File: config.mk
export PLATFORM = sky130hd
export DESIGN_NAME = ascii_signed_number_parser_core
export DESIGN_NICKNAME = d
export VERILOG_FILES = /design/src/rtl/asnp_pkg.sv /design/src/rtl/asnp_front.sv /design/src/rtl/asnp_queue.sv /design/src/rtl/asnp_engine.sv /design/src/rtl/ascii_signed_number_parser_core.sv
export SDC_FILE = /design/constraint.sdc
export NUM_CORES = 1
export LEC_CHECK = 0
export ABC_AREA = 1
export ABC_CLOCK_PERIOD_IN_PS = 3600
export BUFFER_PORTS_ARGS = -buffer_cell sky130_fd_sc_hd__buf_2
export CAP_MARGIN = 30
export CORE_UTILIZATION = 45
export DETAILED_ROUTE_END_ITERATION = 8
export PLACE_DENSITY_LB_ADDON = 0.3
export SETUP_SLACK_MARGIN = 0.3
export SYNTH_ARGS = -nofsm -noshare
export SYNTH_HDL_FRONTEND = slang
export SYNTH_SLANG_ARGS = --single-unit
File: constraint.sdc
create_clock -name clock -period 3.6 [get_ports clock]
set_clock_uncertainty 0.2 [all_clocks]
set_input_delay 0.36 -clock clock [delete_from_list [all_inputs] [get_ports clock]]
set_output_delay 0.36 -clock clock [all_outputs]
set_load 0.01 [all_outputs]
File: src/rtl/asnp_pkg.sv
// ============================================================================
// ASCII signed number parser: shared package
// Character codes, field widths and the classified character record that
// passes from the front end through the queue to the parse engine.
// ============================================================================
`timescale 1ns / 1ps
`default_nettype none

package asnp_pkg;

   // Field widths of the request and response payloads.
   localparam int CHAR_W  = 8;
   localparam int VALUE_W = 32;
   localparam int LEN_W   = 6;
   localparam int DIGIT_W = 4;

   // Default saturation limit of the character count.
   localparam int MAX_LEN_DEFAULT = 63;

   // Number of classified characters held between front end and engine.
   localparam int QUEUE_DEPTH = 2;

   // ASCII codes the parser recognizes.
   localparam logic [CHAR_W-1:0] CHAR_MINUS   = 8'h2D;
   localparam logic [CHAR_W-1:0] CHAR_LOWER_X = 8'h78;
   localparam logic [CHAR_W-1:0] CHAR_ZERO    = 8'h30;
   localparam logic [CHAR_W-1:0] CHAR_NINE    = 8'h39;
   localparam logic [CHAR_W-1:0] CHAR_UPPER_A = 8'h41;
   localparam logic [CHAR_W-1:0] CHAR_UPPER_F = 8'h46;

   // Value of the hex digit 'A'.
   localparam logic [DIGIT_W-1:0] HEX_ALPHA_BASE = 4'd10;

   // One character after classification.
   typedef struct packed {
      logic [CHAR_W-1:0]  char_code;
      logic               is_minus;
      logic               is_zero;
      logic               is_x;
      logic               is_dec;
      logic               is_hex;
      logic [DIGIT_W-1:0] digit;
   } char_entry_type;

endpackage

`default_nettype wire

File: src/rtl/asnp_front.sv
// ============================================================================
// ASCII signed number parser: front end
// Accepts request characters and classifies each one into sign, prefix and
// digit flags plus its digit value, then pushes the record into the queue.
// ============================================================================
`timescale 1ns / 1ps
`default_nettype none

module asnp_front (
   input  wire logic                         req_valid,
   output logic                              req_ready,
   input  wire logic [asnp_pkg::CHAR_W-1:0]  req_char_in,
   output logic                              push_valid,
   input  wire logic                         push_ready,
   output asnp_pkg::char_entry_type          push_entry
);

   logic [asnp_pkg::CHAR_W-1:0] dec_offset;
   logic [asnp_pkg::CHAR_W-1:0] alpha_offset;
   logic                        is_dec;
   logic                        is_alpha;

   // A request is taken whenever the queue has room.
   assign req_ready  = push_ready;
   assign push_valid = req_valid;

   // Character classification.
   always_comb begin
      dec_offset   = req_char_in - asnp_pkg::CHAR_ZERO;
      alpha_offset = req_char_in - asnp_pkg::CHAR_UPPER_A;
      is_dec       = (req_char_in >= asnp_pkg::CHAR_ZERO) &&
                     (req_char_in <= asnp_pkg::CHAR_NINE);
      is_alpha     = (req_char_in >= asnp_pkg::CHAR_UPPER_A) &&
                     (req_char_in <= asnp_pkg::CHAR_UPPER_F);

      push_entry.char_code = req_char_in;
      push_entry.is_minus  = (req_char_in == asnp_pkg::CHAR_MINUS);
      push_entry.is_zero   = (req_char_in == asnp_pkg::CHAR_ZERO);
      push_entry.is_x      = (req_char_in == asnp_pkg::CHAR_LOWER_X);
      push_entry.is_dec    = is_dec;
      push_entry.is_hex    = is_dec || is_alpha;
      if (is_alpha) begin
         push_entry.digit = alpha_offset[asnp_pkg::DIGIT_W-1:0] + asnp_pkg::HEX_ALPHA_BASE;
      end else begin
         push_entry.digit = dec_offset[asnp_pkg::DIGIT_W-1:0];
      end
   end

endmodule

`default_nettype wire

File: src/rtl/asnp_queue.sv
// ============================================================================
// ASCII signed number parser: character queue
// Small register FIFO of classified characters that decouples the request
// side from the parse engine so each side can stall on its own.
// ============================================================================
`timescale 1ns / 1ps
`default_nettype none

module asnp_queue (
   input  wire logic                 clock,
   input  wire logic                 reset,
   input  wire logic                 push_valid,
   output logic                      push_ready,
   input  wire asnp_pkg::char_entry_type push_entry,
   output logic                      pop_valid,
   input  wire logic                 pop_ready,
   output asnp_pkg::char_entry_type  pop_entry
);

   localparam int DEPTH = asnp_pkg::QUEUE_DEPTH;
   localparam int PTR_W = (DEPTH > 1) ? $clog2(DEPTH) : 1;
   localparam int CNT_W = $clog2(DEPTH + 1);

   asnp_pkg::char_entry_type entry_ff [DEPTH];

   logic [PTR_W-1:0] wr_ptr_ff, wr_ptr_in;
   logic [PTR_W-1:0] rd_ptr_ff, rd_ptr_in;
   logic [CNT_W-1:0] count_ff, count_in;
   logic             do_push;
   logic             do_pop;

   // Handshake on both sides.
   assign push_ready = (count_ff != CNT_W'(DEPTH));
   assign pop_valid  = (count_ff != '0);
   assign do_push    = push_valid && push_ready;
   assign do_pop     = pop_valid && pop_ready;
   assign pop_entry  = entry_ff[rd_ptr_ff];

   // Pointer and fill count update.
   always_comb begin
      wr_ptr_in = wr_ptr_ff;
      rd_ptr_in = rd_ptr_ff;
      count_in  = count_ff;
      if (do_push) begin
         wr_ptr_in = (wr_ptr_ff == PTR_W'(DEPTH - 1)) ? '0 : wr_ptr_ff + 1'b1;
      end
      if (do_pop) begin
         rd_ptr_in = (rd_ptr_ff == PTR_W'(DEPTH - 1)) ? '0 : rd_ptr_ff + 1'b1;
      end
      if (do_push && !do_pop) begin
         count_in = count_ff + 1'b1;
      end else if (!do_push && do_pop) begin
         count_in = count_ff - 1'b1;
      end
   end

   // Control registers.
   always_ff @(posedge clock) begin
      if (reset) begin
         wr_ptr_ff <= '0;
         rd_ptr_ff <= '0;
         count_ff  <= '0;
      end else begin
         wr_ptr_ff <= wr_ptr_in;
         rd_ptr_ff <= rd_ptr_in;
         count_ff  <= count_in;
      end
   end

   // Entry storage.
   always_ff @(posedge clock) begin
      if (do_push) begin
         entry_ff[wr_ptr_ff] <= push_entry;
      end
   end

endmodule

`default_nettype wire

File: src/rtl/asnp_engine.sv
// ============================================================================
// ASCII signed number parser: parse engine
// Runs the sign, prefix, hex and decimal state machine on one classified
// character per cycle while the response slot is free or being read, and registers the response when a number ends.
// ============================================================================
`timescale 1ns / 1ps
`default_nettype none

module asnp_engine #(
   parameter int MaxLen = asnp_pkg::MAX_LEN_DEFAULT
) (
   input  wire logic                              clock,
   input  wire logic                              reset,
   input  wire logic                              pop_valid,
   output logic                                   pop_ready,
   input  wire asnp_pkg::char_entry_type          pop_entry,
   output logic                                   rsp_valid,
   input  wire logic                              rsp_ready,
   output logic signed [asnp_pkg::VALUE_W-1:0]    rsp_value,
   output logic        [asnp_pkg::LEN_W-1:0]      rsp_consumed_len,
   output logic        [asnp_pkg::CHAR_W-1:0]     rsp_end_char,
   output logic                                   rsp_len_saturated
);

   localparam int CNT_W = $clog2(MaxLen + 1);
   localparam int EXT_W = (CNT_W > asnp_pkg::LEN_W) ? CNT_W : asnp_pkg::LEN_W;
   localparam int VW    = asnp_pkg::VALUE_W;

   // Parse modes.
   localparam logic [2:0] MODE_START = 3'd0;
   localparam logic [2:0] MODE_SIGN  = 3'd1;
   localparam logic [2:0] MODE_ZERO  = 3'd2;
   localparam logic [2:0] MODE_HEX   = 3'd3;
   localparam logic [2:0] MODE_DEC   = 3'd4;

   logic [2:0]       mode_ff, mode_in;
   logic [VW-1:0]    acc_ff, acc_in;
   logic             neg_ff, neg_in;
   logic [CNT_W-1:0] count_ff, count_in;
   logic             ovf_ff, ovf_in;

   logic                         rsp_valid_ff, rsp_valid_in;
   logic [VW-1:0]                rsp_value_ff, rsp_value_in;
   logic [asnp_pkg::LEN_W-1:0]   rsp_len_ff, rsp_len_in;
   logic [asnp_pkg::CHAR_W-1:0]  rsp_char_ff, rsp_char_in;
   logic                         rsp_sat_ff, rsp_sat_in;

   logic             step;
   logic             take;
   logic             finish;
   logic [VW-1:0]    digit_ext;
   logic [VW-1:0]    acc_hex;
   logic [VW-1:0]    acc_dec;
   logic [EXT_W-1:0] count_ext;

   // The engine moves when a character waits and the response slot is free or being read out.
   assign pop_ready = !rsp_valid_ff || rsp_ready;
   assign step      = pop_valid && pop_ready;

   // Constant multiply-add for both radixes.
   assign digit_ext = VW'(pop_entry.digit);
   assign acc_hex   = {acc_ff[VW-5:0], 4'b0000} + digit_ext;
   assign acc_dec   = {acc_ff[VW-4:0], 3'b000} + {acc_ff[VW-2:0], 1'b0} + digit_ext;
   assign count_ext = EXT_W'(count_ff);

   // Parse state machine.
   always_comb begin
      mode_in = mode_ff;
      acc_in  = acc_ff;
      neg_in  = neg_ff;
      take    = 1'b0;
      finish  = 1'b0;

      unique case (mode_ff)
         MODE_ZERO: begin
            if (pop_entry.is_x) begin
               mode_in = MODE_HEX;
               take    = 1'b1;
            end else if (pop_entry.is_dec) begin
               acc_in  = digit_ext;
               mode_in = MODE_DEC;
               take    = 1'b1;
            end else begin
               finish = 1'b1;
            end
         end
         MODE_HEX: begin
            if (pop_entry.is_hex) begin
               acc_in = acc_hex;
               take   = 1'b1;
            end else begin
               finish = 1'b1;
            end
         end
         MODE_DEC: begin
            if (pop_entry.is_dec) begin
               acc_in = acc_dec;
               take   = 1'b1;
            end else begin
               finish = 1'b1;
            end
         end
         default: begin
            // Start and after-sign share the digit handling; unused codes act as start.
            if ((mode_ff != MODE_SIGN) && pop_entry.is_minus) begin
               neg_in  = 1'b1;
               mode_in = MODE_SIGN;
               take    = 1'b1;
            end else if (pop_entry.is_zero) begin
               mode_in = MODE_ZERO;
               take    = 1'b1;
            end else if (pop_entry.is_dec) begin
               acc_in  = digit_ext;
               mode_in = MODE_DEC;
               take    = 1'b1;
            end else begin
               finish = 1'b1;
            end
         end
      endcase

      // Character count saturates and then flags overflow.
      count_in = count_ff;
      ovf_in   = ovf_ff;
      if (take) begin
         if (count_ff < CNT_W'(MaxLen)) begin
            count_in = count_ff + 1'b1;
         end else begin
            ovf_in = 1'b1;
         end
      end

      // A finished number returns the parser to its start state.
      if (finish) begin
         mode_in  = MODE_START;
         acc_in   = '0;
         neg_in   = 1'b0;
         count_in = '0;
         ovf_in   = 1'b0;
      end
   end

   // Response slot.
   always_comb begin
      rsp_value_in = rsp_value_ff;
      rsp_len_in   = rsp_len_ff;
      rsp_char_in  = rsp_char_ff;
      rsp_sat_in   = rsp_sat_ff;
      rsp_valid_in = rsp_valid_ff && !rsp_ready;
      if (step && finish) begin
         rsp_valid_in = 1'b1;
         rsp_value_in = neg_ff ? (VW'(0) - acc_ff) : acc_ff;
         rsp_len_in   = count_ext[asnp_pkg::LEN_W-1:0];
         rsp_char_in  = pop_entry.char_code;
         rsp_sat_in   = ovf_ff;
      end
   end

   // Control registers.
   always_ff @(posedge clock) begin
      if (reset) begin
         mode_ff      <= MODE_START;
         acc_ff       <= '0;
         neg_ff       <= 1'b0;
         count_ff     <= '0;
         ovf_ff       <= 1'b0;
         rsp_valid_ff <= 1'b0;
      end else begin
         if (step) begin
            mode_ff  <= mode_in;
            acc_ff   <= acc_in;
            neg_ff   <= neg_in;
            count_ff <= count_in;
            ovf_ff   <= ovf_in;
         end
         rsp_valid_ff <= rsp_valid_in;
      end
   end

   // Response payload registers.
   always_ff @(posedge clock) begin
      rsp_value_ff <= rsp_value_in;
      rsp_len_ff   <= rsp_len_in;
      rsp_char_ff  <= rsp_char_in;
      rsp_sat_ff   <= rsp_sat_in;
   end

   assign rsp_valid         = rsp_valid_ff;
   assign rsp_value         = $signed(rsp_value_ff);
   assign rsp_consumed_len  = rsp_len_ff;
   assign rsp_end_char      = rsp_char_ff;
   assign rsp_len_saturated = rsp_sat_ff;

endmodule

`default_nettype wire

File: src/rtl/ascii_signed_number_parser_core.sv
// ============================================================================
// ASCII signed number parser core
// A response is registered in the engine's response slot when its terminating character leaves the queue.
// Throughput: one character per cycle while the queue has room and the response slot is free or being read.
// Reset clears the queue, the parse state and the response slot at once.
// ============================================================================
`timescale 1ns / 1ps
`default_nettype none

module ascii_signed_number_parser_core #(
   parameter int MaxLen = asnp_pkg::MAX_LEN_DEFAULT
) (
   input  wire logic                              clock,
   input  wire logic                              reset,
   input  wire logic                              req_valid,
   output logic                                   req_ready,
   input  wire logic        [asnp_pkg::CHAR_W-1:0] req_char_in,
   output logic                                   rsp_valid,
   input  wire logic                              rsp_ready,
   output logic signed [asnp_pkg::VALUE_W-1:0]    rsp_value,
   output logic        [asnp_pkg::LEN_W-1:0]      rsp_consumed_len,
   output logic        [asnp_pkg::CHAR_W-1:0]     rsp_end_char,
   output logic                                   rsp_len_saturated
);

   logic                     push_valid;
   logic                     push_ready;
   asnp_pkg::char_entry_type push_entry;
   logic                     pop_valid;
   logic                     pop_ready;
   asnp_pkg::char_entry_type pop_entry;

   // Request classification.
   asnp_front u_front (
      .req_valid   (req_valid),
      .req_ready   (req_ready),
      .req_char_in (req_char_in),
      .push_valid  (push_valid),
      .push_ready  (push_ready),
      .push_entry  (push_entry)
   );

   // Decoupling queue.
   asnp_queue u_queue (
      .clock      (clock),
      .reset      (reset),
      .push_valid (push_valid),
      .push_ready (push_ready),
      .push_entry (push_entry),
      .pop_valid  (pop_valid),
      .pop_ready  (pop_ready),
      .pop_entry  (pop_entry)
   );

   // Parse engine and response register.
   asnp_engine #(
      .MaxLen (MaxLen)
   ) u_engine (
      .clock             (clock),
      .reset             (reset),
      .pop_valid         (pop_valid),
      .pop_ready         (pop_ready),
      .pop_entry         (pop_entry),
      .rsp_valid         (rsp_valid),
      .rsp_ready         (rsp_ready),
      .rsp_value         (rsp_value),
      .rsp_consumed_len  (rsp_consumed_len),
      .rsp_end_char      (rsp_end_char),
      .rsp_len_saturated (rsp_len_saturated)
   );

endmodule

`default_nettype wire

==> results by group <==
Floorplan
  – Die extent in y: roughly 140 um
  – Starting density of the core: a little under half
  – Core area: between 0.015 and 0.02 mm2
  – Core Rows: 49
  – Die Wd: about 140 um
  – # IOs: 61
  – Die ar.: a little under 0.02 mm2

GRT
  – Total GRT Usage: roughly 23%
  – Largest net degree at the start of global routing: 39
  – First-pass GRT wire length: ~35 mm
  – Initial antenna violation count: 0
  – Via count of the first global-routing pass: 7097
  – Grt total ovfl: 0

Logic synthesis
  – Post-synth top flop: edfxtp_1
  – Post-synth top cells: 393 x nand2_1, 149 x inv_1, 81 x edfxtp_1, 81 x nor2_1, 78 x a21oi_1
  – Main combinational cell family by area after synthesis: simple AND/OR/NAND/NOR gates
  – Post-Synth XOR/XNOR Area: 3.71%
  – Synth area leader: edfxtp_1
  – Count leader, synth: nand2_1
  – Mux contribution to synthesized area: less than 1%
  – Synth area leaders: edfxtp_1 29%, nand2_1 17%, dfxtp_1 12%
  – Seq cells post-synth: 130
  – Syn Area/Cell: about 7.4 um2
  – Async S/R FF share, synth: 0%
  – Synth Area in Adders: between 10% and 20%
  – YS warnings: 0
  – Yosys top cell area share: around 29%
  – Synth cell types: 43
  – Post-synthesis simple-gate area fraction: roughly 28%
  – Synthesized Nets: roughly 1200
  – Cells after Synth: 1147
  – Compound-Gate Fraction of Synth Area: between 9 and 10%
  – Synth Cell Area: between 0.008 and 0.009 mm2
  – Post-synthesis sequential area ratio: 40.1%
  – EDFF count, synth: just over 80

Timing
  – Fmax achieved: 0.327 GHz
  – RSZ-0062 raised after global routing: false
  – Final hold viol count: 0
  – Slew Viols, Final: 0
  – Period utilization: a little over four fifths
  – Final total negative setup slack: 0 ps
  – Worst Max-Slew Pin Slew: 496 ps
  – Final setup viols: 0
  – Post-layout minimum cycle time: 3060 ps
  – Rel. slew slack: between 60% and 70%
  – Setup ws final: 541 ps

Finish
  – Fillcell total: roughly 1700
  – Fraction of layout cells with a size suffix above 1: a little over a tenth
  – Syn-to-layout area delta: 14.8%
  – Nets: about 1300
  – Final Util: 53.6%
  – Antenna cells: 0

Run status
  – Status: complete, no violations

Placed design
  – Dpl hpwl: about 16 mm
  – Final RePlAce weighted congestion: around 0.91
  – I/O Buffers: 60
  – Setup WS pre-CTS: between 400 and 500 ps

Clock tree
  – Root buffer cell: clkbuf_16
  – Clock buffer count from CTS: 17
  – Htree depth: 4
  – Clock sink total: 130
  – CTS tree: done
  – Worst-skew pair later-pin latency: between 400 and 500 ps
  – Max clock buf depth: 2
  – Clk slew on worst S/H paths: about 60 ps

Setup path
  – WP data arrival: between 3000 and 4000 ps
  – Top cell family by delay on the critical path: adder cells
  – Slowest cell on crit path: fa_1
  – WP data required: approximately 3700 ps
  – Crit path kind: flop to flop
  – Critical Path Fanout Max: 6
  – CP dominant cell by count: nand2_1
  – CP cell instances: inv_1 -> fa_1 -> inv_1 -> fa_1 -> nand3_1 -> nand3_2 -> nand2_1 -> nand2_1 -> nand2_1 -> nand2_1 -> or2_2 -> nand3_1 -> o21ai_0 -> nand2_1 -> a21oi_1
  – Startpoint types: flop
  – Max incr delay on CP: roughly 540 ps
  – Crit path buf inv count: 2
  – Critical Path End Type: flop

Drt
  – DRT met1 WL: 9.73 mm
  – Routed wl met2: a little under 10 mm
  – Via/cell ratio: 5.17
  – DRT antenna net count: 0
  – Via count: between 7000 and 8000
  – Top sig layer: met4
  – DR iter-0 viols: roughly 470
  – DRC violation count after routing: 0
  – DR WL/cell: around 15 um
  – Total length of routed met3 wires: approximately 1.3 mm
  – DRT Pass-1 Iters: 6
  – Total wire length: roughly 21 mm

Hold path
  – Hold WC Path Type: input port to flop

Power
  – Overall Power: around 5.6 mW
  – Power density over the cells: a little under 600 mW/mm2
  – P_leak: 4.78 nW
  – Peak VDD IR: slightly above 0.0005 V

Job
  – Total of max-cap violations: 0
==> flip-flops by register name, summed over array words and instances (netlist names), named ones only <==
| name | flops |
|---|---|
| u_engine.rsp_value | 32 |
| u_engine.rsp_consumed_len | 6 |
| u_engine.ovf_ff | 1 |
| u_queue.wr_ptr_ff | 1 |
| u_engine.rsp_len_saturated | 1 |
| u_engine.rsp_valid | 1 |
| u_queue.entry_ff | 34 |
| u_engine.mode_ff | 3 |
| u_engine.count_ext | 6 |
| u_queue.rd_ptr_ff | 1 |
| u_engine.acc_ff | 32 |
| u_engine.rsp_end_char | 8 |
| u_queue.count_ff | 2 |
| u_engine.neg_ff | 1 |
==> worst register-to-register path, stage by stage, from the launching register on <==
cell     delay [ps]
dfxtp_1         370
inv_1           120
fa_1            540
inv_1            60
fa_1            500
nand3_1         130
nand3_2         130
nand2_1          90
nand2_1          80
nand2_1          70
nand2_1          80
or2_2           280
nand3_1          60
o21ai_0          80
nand2_1          70
a21oi_1          50
==> routing by layer <==
metal | global-route usage [%] | vias up
met2 | 38.3 | 249
met1 | 29.4 | 3408
met3 | 4.37 | 30
met5 | 0 | -
li1 | - | 3897
met4 | 8.13 | 0
==> where the power goes <==
part           internal (mW)  switching (mW)
Clock                   1.04           0.711
Combinational          0.512            1.26
Sequential              2.00           0.127
==> layout make-up <==
| type | instances | area [um2] | share of cell area [%] |
|---|---|---|---|
| Multi-Input combinational cell | 839 | 4410 | 45.2 |
| Sequential cell | 130 | 3410 | 35.0 |
| Inverter | 156 | 586 | 6.00 |
| Timing Repair Buffer | 80 | 468 | 4.79 |
| Clock buffer | 17 | 425 | 4.36 |
| Tap cell | 229 | 287 | 2.93 |
| Clock inverter | 15 | 171 | 1.76 |
==> timing repair <==
item,4_1_cts,5_1_grt
setup buffers,0,0
hold buffers,7,0
setup endpoints to repair,0,6
endpoints found under the hold margin,14,0
resized for setup,0,3
==> worst paths after layout <==
| path | startpoint | endpoint | slack, ps | cells after the start |
|---|---|---|---|---|
| setup / recovery | u_engine.acc_ff[0]$_SDFFE_PP0P_ | u_engine.acc_ff[18]$_SDFFE_PP0P_ | 540 | 15 |
| hold / removal | req_char_in[2] | u_queue.entry_ff[0][11]$_DFFE_PP_ | 30 | 1 |
| setup reg to reg | u_engine.acc_ff[0]$_SDFFE_PP0P_ | u_engine.acc_ff[18]$_SDFFE_PP0P_ | 540 | 15 |
| hold reg to reg | u_engine.ovf_ff$_SDFFE_PP0P_ | u_engine.rsp_len_saturated$_DFFE_PP_ | 230 | 0 |
==> layout by cell type, fill, tap and decap left out, drive strengths merged, types with 5 or more instances in the layout <==
cell type,instances
nand3,63
ha,65
dfxtp,49
nand2,394
nor3,20
nor2,83
dlygate4sd3,7
a31oi,7
inv,163
xnor2,6
o21ai,52
edfxtp,81
a21oi,82
nand4,9
or2,5
clkbuf,17
buf,73
xor2,30
==> metrics by stage <==
stage	area [um2]	cells	hold slack, ps
3_5_place_dp	9090	1427	220
2_1_floorplan	8500	1147	202
3_3_place_gp	9090	1427	226
5_1_grt	9760	1466	22.4
6_report	9760	1466	28.4
4_1_cts	9750	1466	5.86
==> cells by family after synthesis <==
kind of cell               count (synthesis)
adders and majority gates                 67
and+or+nand+nor                          581
AOI/OAI and AO/OA                        153
muxes                                      2
xor gates and xnor gates                  36
buffers and inverters                    178
DFF                                      130
Note: power is estimated with default switching activity, not from simulation.
